[src/rtl/mouse_nibble_handshake_port_defines.svh]
// Assertion helpers used by the mouse port core (mnhp_core)
`ifndef MOUSE_NIBBLE_HANDSHAKE_PORT_DEFINES_SVH
`define MOUSE_NIBBLE_HANDSHAKE_PORT_DEFINES_SVH

// Check a condition at every clock edge outside reset
`define MNHP_ASSERT_ALWAYS(label, cond, msg) \
   label: assert property (@(posedge clock) disable iff (reset) (cond)) else $error(msg);

// Check that a condition implies another in the same cycle
`define MNHP_ASSERT_IMPLY(label, ante, cons, msg) \
   label: assert property (@(posedge clock) disable iff (reset) (ante) |-> (cons)) \
      else $error(msg);

`endif

[src/rtl/mnhp_pkg.sv]
package mnhp_pkg;

   // Countdown width default
   localparam int unsigned DELAY_BITS_DEF = 8;

   // Item kinds
   localparam logic FUNC_TICK  = 1'b0;
   localparam logic FUNC_WRITE = 1'b1;

   // Configuration register indexes
   localparam logic [1:0] CSR_MAX_SPEED       = 2'd0;
   localparam logic [1:0] CSR_HANDSHAKE_DELAY = 2'd1;
   localparam logic [1:0] CSR_DATA_DELAY      = 2'd2;

   // Configuration reset values
   localparam logic [7:0] MAX_SPEED_RST       = 8'd255;
   localparam logic [7:0] HANDSHAKE_DELAY_RST = 8'd28;
   localparam logic [7:0] DATA_DELAY_RST      = 8'd20;

   // Frame header nibbles and index bounds
   localparam logic [3:0] HDR_NIB0   = 4'h0;
   localparam logic [3:0] HDR_NIB1   = 4'hB;
   localparam logic [3:0] HDR_NIB2   = 4'hF;
   localparam logic [3:0] HDR_NIB3   = 4'hF;
   localparam logic [3:0] IDX_FIRST  = 4'd1;
   localparam logic [3:0] IDX_LAST   = 4'd9;

   typedef struct packed {
      logic               func;
      logic               write_clock;
      logic               write_select;
      logic signed [15:0] move_x;
      logic signed [15:0] move_y;
      logic               button_left;
      logic               button_right;
      logic               button_middle;
      logic               button_start;
   } req_type;

   typedef struct packed {
      logic [3:0] port_nibble;
      logic       ack_level;
   } rsp_type;

   // Variable part of the frame, nibbles four to nine
   typedef struct packed {
      logic [3:0] sign_nib;
      logic [3:0] button_nib;
      logic [3:0] x_hi;
      logic [3:0] x_lo;
      logic [3:0] y_hi;
      logic [3:0] y_lo;
   } frame_type;

endpackage

[src/rtl/mouse_nibble_handshake_port.sv]
// Mouse port, device side. Each word on the req_ channel is a timer tick
// (func low) or a host port write (func high) carrying the clock and select
// levels plus the current motion and buttons. Every word returns exactly one
// rsp_ word: the nibble driven on the data pins and the ack line level, both
// as they stand after that word. Configuration (max speed, handshake delay,
// data delay) is written through csr_we / csr_index / csr_wdata; the user must
// write it only while idle, which the block does not enforce. The result is
// registered on acceptance. Throughput: one word per cycle; req_ready stays
// high while the result register is empty or being taken, so the next word
// enters in the same cycle that the previous result leaves. The frame clamp and
// countdown update sit between the input handshake and the result register.
// When the receiver stalls, the result is held and req_ready drops until it is
// taken. Reset empties the result register, restores the configuration
// defaults, clears the frame and index, sets clock, ack and select high and
// clears the countdown; the block accepts words from the first cycle after.
module mouse_nibble_handshake_port #(
   parameter int unsigned DELAY_BITS = mnhp_pkg::DELAY_BITS_DEF
) (
   input  logic              clock,
   input  logic              reset,
   input  logic              req_valid,
   output logic              req_ready,
   input  mnhp_pkg::req_type req_data,
   output logic              rsp_valid,
   input  logic              rsp_ready,
   output mnhp_pkg::rsp_type rsp_data,
   input  logic              csr_we,
   input  logic [1:0]        csr_index,
   input  logic [7:0]        csr_wdata
);
   import mnhp_pkg::*;

   logic    rsp_valid_ff, rsp_valid_in;
   logic    take;
   rsp_type rsp;

   // Accept while the result slot is free or draining
   assign req_ready    = !rsp_valid_ff || rsp_ready;
   assign take         = req_valid && req_ready;
   assign rsp_valid_in = take || (rsp_valid_ff && !rsp_ready);

   mnhp_core #(
      .DELAY_BITS (DELAY_BITS)
   ) u_core (
      .clock     (clock),
      .reset     (reset),
      .take      (take),
      .req       (req_data),
      .csr_we    (csr_we),
      .csr_index (csr_index),
      .csr_wdata (csr_wdata),
      .rsp       (rsp)
   );

   // Result valid flag
   always_ff @(posedge clock) begin
      if (reset) begin
         rsp_valid_ff <= 1'b0;
      end else begin
         rsp_valid_ff <= rsp_valid_in;
      end
   end

   assign rsp_valid = rsp_valid_ff;
   assign rsp_data  = rsp;

endmodule

[src/rtl/mnhp_frame.sv]
module mnhp_frame (
   input  mnhp_pkg::req_type   req,
   input  logic [7:0]          max_speed,
   output mnhp_pkg::frame_type frame
);
   import mnhp_pkg::*;

   logic signed [16:0] x_wide;
   logic signed [16:0] y_wide;
   logic signed [16:0] lim_pos;
   logic signed [16:0] lim_neg;
   logic signed [16:0] x_clamp;
   logic signed [16:0] y_clamp;

   // Widen the samples; negate Y exactly in 17 bits
   assign x_wide  = 17'(req.move_x);
   assign y_wide  = -(17'(req.move_y));
   assign lim_pos = $signed({9'd0, max_speed});
   assign lim_neg = -lim_pos;

   // Clamp each axis to plus or minus the limit
   always_comb begin
      if (x_wide > lim_pos) begin
         x_clamp = lim_pos;
      end else if (x_wide < lim_neg) begin
         x_clamp = lim_neg;
      end else begin
         x_clamp = x_wide;
      end
      if (y_wide > lim_pos) begin
         y_clamp = lim_pos;
      end else if (y_wide < lim_neg) begin
         y_clamp = lim_neg;
      end else begin
         y_clamp = y_wide;
      end
   end

   // Pack the nibbles
   always_comb begin
      frame.sign_nib   = {2'b00, y_clamp[8], x_clamp[8]};
      frame.button_nib = {req.button_start, req.button_middle, req.button_right,
                          req.button_left};
      frame.x_hi       = x_clamp[7:4];
      frame.x_lo       = x_clamp[3:0];
      frame.y_hi       = y_clamp[7:4];
      frame.y_lo       = y_clamp[3:0];
   end

endmodule

[src/rtl/mnhp_core.sv]
`include "mouse_nibble_handshake_port_defines.svh"

module mnhp_core #(
   parameter int unsigned DELAY_BITS = mnhp_pkg::DELAY_BITS_DEF
) (
   input  logic              clock,
   input  logic              reset,
   input  logic              take,
   input  mnhp_pkg::req_type req,
   input  logic              csr_we,
   input  logic [1:0]        csr_index,
   input  logic [7:0]        csr_wdata,
   output mnhp_pkg::rsp_type rsp
);
   import mnhp_pkg::*;

   localparam int unsigned CmpBits = (DELAY_BITS > 8) ? DELAY_BITS : 8;

   logic [7:0]            max_speed_ff;
   logic [7:0]            hs_delay_ff;
   logic [7:0]            data_delay_ff;
   frame_type             frame_ff, frame_in, frame_new;
   logic [3:0]            idx_ff, idx_in;
   logic                  clk_ff, clk_in;
   logic                  ack_ff, ack_in;
   logic                  sel_ff, sel_in;
   logic [DELAY_BITS-1:0] cnt_ff, cnt_in;
   logic [DELAY_BITS-1:0] cnt_dec;
   logic [DELAY_BITS-1:0] cnt_load;
   logic [CmpBits-1:0]    hs_wide;
   logic                  tick_take;
   logic                  write_take;
   logic [3:0]            nib;
   rsp_type               rsp_ff, rsp_in;

   // Build the frame from the incoming word
   mnhp_frame u_frame (
      .req       (req),
      .max_speed (max_speed_ff),
      .frame     (frame_new)
   );

   // Configuration registers
   always_ff @(posedge clock) begin
      if (reset) begin
         max_speed_ff  <= MAX_SPEED_RST;
         hs_delay_ff   <= HANDSHAKE_DELAY_RST;
         data_delay_ff <= DATA_DELAY_RST;
      end else if (csr_we) begin
         unique case (csr_index)
            CSR_MAX_SPEED:       max_speed_ff  <= csr_wdata;
            CSR_HANDSHAKE_DELAY: hs_delay_ff   <= csr_wdata;
            CSR_DATA_DELAY:      data_delay_ff <= csr_wdata;
            default:             ;
         endcase
      end
   end

   assign hs_wide    = CmpBits'(hs_delay_ff);
   assign cnt_load   = hs_wide[DELAY_BITS-1:0];
   assign cnt_dec    = cnt_ff - 1'b1;
   assign tick_take  = take && (req.func == FUNC_TICK);
   assign write_take = take && (req.func == FUNC_WRITE) &&
                       !((req.write_clock == clk_ff) && (req.write_select == sel_ff));

   // Next state for one word
   always_comb begin
      frame_in = frame_ff;
      idx_in   = idx_ff;
      clk_in   = clk_ff;
      ack_in   = ack_ff;
      sel_in   = sel_ff;
      cnt_in   = cnt_ff;
      if (tick_take && (cnt_ff != '0)) begin
         // advance the countdown
         cnt_in = cnt_dec;
         if (CmpBits'(cnt_dec) == CmpBits'(data_delay_ff)) begin
            idx_in = (idx_ff == IDX_LAST) ? IDX_FIRST : idx_ff + 4'd1;
         end
         if (cnt_dec == '0) begin
            ack_in = clk_ff;
         end
      end else if (write_take) begin
         // latch a new frame on select fall
         if (!req.write_select && sel_ff) begin
            frame_in = frame_new;
            idx_in   = IDX_FIRST;
         end
         clk_in = req.write_clock;
         if (req.write_clock != ack_ff) begin
            cnt_in = cnt_load;
         end
         sel_in = req.write_select;
      end
   end

   // Nibble on the data pins after this word
   always_comb begin
      unique case (idx_in)
         4'd0:    nib = HDR_NIB0;
         4'd1:    nib = HDR_NIB1;
         4'd2:    nib = HDR_NIB2;
         4'd3:    nib = HDR_NIB3;
         4'd4:    nib = frame_in.sign_nib;
         4'd5:    nib = frame_in.button_nib;
         4'd6:    nib = frame_in.x_hi;
         4'd7:    nib = frame_in.x_lo;
         4'd8:    nib = frame_in.y_hi;
         4'd9:    nib = frame_in.y_lo;
         default: nib = 4'h0;
      endcase
      rsp_in.port_nibble = sel_in ? 4'h0 : nib;
      rsp_in.ack_level   = ack_in;
   end

   // Port state
   always_ff @(posedge clock) begin
      if (reset) begin
         frame_ff <= '0;
         idx_ff   <= 4'd0;
         clk_ff   <= 1'b1;
         ack_ff   <= 1'b1;
         sel_ff   <= 1'b1;
         cnt_ff   <= '0;
      end else begin
         frame_ff <= frame_in;
         idx_ff   <= idx_in;
         clk_ff   <= clk_in;
         ack_ff   <= ack_in;
         sel_ff   <= sel_in;
         cnt_ff   <= cnt_in;
      end
   end

   // Result payload, loaded with each accepted word
   always_ff @(posedge clock) begin
      if (take) begin
         rsp_ff <= rsp_in;
      end
   end

   assign rsp = rsp_ff;

   `MNHP_ASSERT_ALWAYS(a_idx_range, idx_ff <= IDX_LAST, "nibble index beyond frame end")
   `MNHP_ASSERT_ALWAYS(a_ack_on_tick, $stable(ack_ff) || $past(tick_take), "ack moved without a tick")
   `MNHP_ASSERT_IMPLY(a_idx_on_write, (idx_ff == IDX_FIRST) && !$stable(idx_ff), $past(take), "index moved without a word")
   `MNHP_ASSERT_IMPLY(a_rsp_ack, $past(take), rsp_ff.ack_level == ack_ff, "result ack differs from ack line")

endmodule
[config.mk]
export PLATFORM = sky130hd
export DESIGN_NAME = mouse_nibble_handshake_port
export DESIGN_NICKNAME = d
export VERILOG_FILES = /design/src/rtl/mnhp_pkg.sv /design/src/rtl/mouse_nibble_handshake_port.sv /design/src/rtl/mnhp_frame.sv /design/src/rtl/mnhp_core.sv
export VERILOG_INCLUDE_DIRS = /design/src /design/src/rtl
export SDC_FILE = /design/constraint.sdc
export NUM_CORES = 1
export LEC_CHECK = 0
export BUFFER_PORTS_ARGS = -buffer_cell sky130_fd_sc_hd__buf_2
export CORE_MARGIN = 2
export CORE_UTILIZATION = 60
export DETAILED_ROUTE_END_ITERATION = 12
export PLACE_DENSITY = 0.82
export SYNTH_ARGS = -nofsm -noshare
export SYNTH_HDL_FRONTEND = slang
export SYNTH_SLANG_ARGS = --single-unit
[constraint.sdc]
create_clock -name clock -period 5.5 [get_ports clock]
set_input_delay 0.275 -clock clock [delete_from_list [all_inputs] [get_ports clock]]
set_output_delay 0.275 -clock clock [all_outputs]
set_load 0.05 [all_outputs]
==> key figures <==
Run status
  • Outcome: complete, no violations

Routing
  • Drt total wl: 14,040 um
  • Via/cell ratio: 6.356
  • Pre-antenna DRT Iters: 5
  • Routed vias: 5,148
  • DR DRC count: 0
  • Drt first-iter violations: 347
  • Post-DR wirelength/cell: 17.33 um
  • Routed Antenna Nets: 0

Die
  • Core Box Area: 8721 um^2
  • Vert. Die Dim: 98.66 um
  • Ports: 61
  • Die Area: 9734 um^2
  • DIE WIDTH: 98.66 um
  • Initial core utilization: 0.6165
  • # rows: 34

STA
  • Fin. Hold Viols: 0
  • Max Fclk: 0.2271 GHz
  • Worst setup margin: 1.096 ns
  • Min Tclk post-route: 4.404 ns
  • RSZ-0062 raised after global routing: false
  • Final setup fails: 0
  • Final Cycle Share: 0.8007
  • Worst Max-Slew Pin Slew: 1.045 ns
  • Setup TNS: 0 ns
  • Final slew viol count: 0
  • Slew headroom: 0.3025
  • Clock Skews: 0.01468 ns

CTS
  • Setup bufs post-CTS: 0
  • Cells resized by post-CTS repair: 0
  • Clock Path Buffers: 2
  • Clk slew on worst S/H paths: 0.08 ns
  • Post-CTS Hold Fix Bufs: 0
  • Clock root cell: clkbuf_8
  • Num Clock Sinks: 69
  • CTS tree: yes
  • Clock Latency Late Sink: 0.36 ns
  • CTS buffer count: 9
  • H-tree levels: 3

Setup path
  • CP Capture Type: flip-flop
  • Critical Path RT: 5.61 ns
  • Crit start category: flip-flop
  • Critical path data arrival time: 4.52 ns
  • Maximum fanout along the worst path: 8
  • Critical setup path kind: reg -> reg

Pwr
  • Pwr dens: 229.1 nW/um^2
  • Max IR drop VDD: 0.1420 mV
  • P_leak: 2.531 nW
  • Total power draw: 1.350 mW

Hold path
  • Hold WC Path Type: in -> reg

Yosys
  • Synth Register Bits: 69
  • Register area share after synthesis: 0.2662
  • Post-Syn Nets: 761
  • Share of synthesized registers carrying an async set or reset: 0
  • Post-synth EDFFs: 5
  • Main flop type after synthesis: dfxtp_1
  • Syn Inst Count: 653
  • Mapped cell area: 5376 um^2
  • Yosys cell types: 69
  • Synth warn: 0
  • Syn Area/Cell: 8.233 um^2

Global routing
  • Grt total ovfl: 0
  • Largest net degree at the start of global routing: 37
  • Vias in the first global route: 4,897
  • GRT Resource Usage Total: 0.2931
  • First-pass GRT wire length: 23,420 um
  • Initial antenna violation count: 0

Cells and area
  • Final cell count without fillers: 810
  • Layout area overhead: 9.611%
  • ANT cells: 0
  • Final Util: 0.6758
  • Most common library cell in the layout ignoring fill and taps: dfxtp_1
  • Share of cells above drive strength 1: 0.1538
  • Most frequent cells in the layout: 64 x dfxtp_1, 63 x nor2_1, 62 x nand2_1
  • NumNets Final: 805

Placed design
  • Buffers on Ports: 60
  • Pre-CTS setup slack: 0.8128 ns
  • DP HPWL: 10,660 um
  • RD Place Congestion: 0.9333
  • Placed Instances: 794

Flow run
  • Maxcap violations: 0
## critical path: stages (launching register included)
cell,delay (ns)
dfxtp_1,0.34
inv_1,0.20
ha_1,0.28
and3_1,0.22
nand2_1,0.12
nor2_1,0.54
ha_1,0.37
nand4_1,0.13
o22ai_1,0.09
nor4b_1,0.33
o22ai_1,0.14
nor3_1,0.31
mux2_2,0.38
mux2i_1,0.17
o21ai_1,0.11
a221oi_1,0.31
a21oi_1,0.12
## flip-flops by register name, indices dropped and copies added, names as in the netlist, 4 cells and up
name	cells
u_core.frame_ff	24
u_core.cnt_ff	8
u_core.cnt_load	8
u_core.data_delay_ff	8
u_core.max_speed_ff	8
u_core.rsp	5
u_core.idx_ff	4
## Yosys cell counts, drive strengths merged, types with 7 or more instances
library cell   n  area, um^2
nor2          63       236.5
mux2           7       78.83
o22ai          8       70.07
or3            7       48.80
mux2i         39       390.4
o21ai         36       183.9
nand3          7       35.03
nor3          14       70.07
nor4          12       90.09
nand2         62       232.7
and2           8       50.05
a21oi         32       160.2
inv           33       123.9
xnor2         24       210.2
buf            9       56.30
o21a           9       67.56
dfxtp         64        1281
nand4          8       50.05
o211ai        15       117.6
clkbuf        22       82.58
xor2           7       61.31
nor2b         11       68.82
a31o           9       78.83
ha            54       675.7
nand2b        12       75.07
## layer usage
layer,part of all wire,global-route usage
met1,0.45,0.3966
met2,0.46,0.4778
met3,0.075,0.05745
met4,0.023,0.08535
met5,0,0
## layout make-up
type / count / area [um^2]
multi-input cells: 520 / 3682
fillers: 699 / 2828
flip-flops and latches: 69 / 1431
repair buffers: 64 / 330.3
well taps: 108 / 135.1
clock buffers: 9 / 123.9
inverters: 33 / 123.9
clock inverters: 7 / 66.31
## cell families (layout without fill, tap and decap cells)
group / count (synthesis) / after routing / synth area share
flip-flops: 69 / 69 / 0.2662
AO/OA/AOI/OAI: 157 / 157 / 0.2022
XOR/XNOR: 31 / 31 / 0.05050
buffers and inverters: 64 / 113 / 0.04887
AND/OR/NAND/NOR: 232 / 232 / 0.2192
multiplexers: 46 / 46 / 0.08727
adder cells (fa/ha/maj): 54 / 54 / 0.1257
## final timing paths
| path | from | end | slack [ns] | depth (start not counted) |
|---|---|---|---|---|
| max | u_core.max_speed_ff[1] | u_core.rsp[4] | 1.10 | 16 |
| min | req_valid | rsp_valid | 0.16 | 3 |
| max reg2reg | u_core.max_speed_ff[1] | u_core.rsp[4] | 1.10 | 16 |
| min reg2reg | u_core.frame_ff[3] | u_core.frame_ff[3] | 0.46 | 2 |
## power breakdown
group / switching [mW] / internal (mW) / leakage, nW / total (mW)
clock: 0.205 / 0.206 / 0.0903 / 0.411
combinational: 0.219 / 0.158 / 1.87 / 0.377
sequential: 0.0320 / 0.529 / 0.568 / 0.561
## through the flow
stage                     hold slack (ns)  cell area, um^2
final                              0.1638             5893
after global placement             0.4451             5703
after floorplan                    0.4001             5376
after detailed placement           0.4494             5703
after global routing               0.1834             5893
after CTS                          0.1641             5893
No activity file was read; power rests on OpenSTA's default activity.
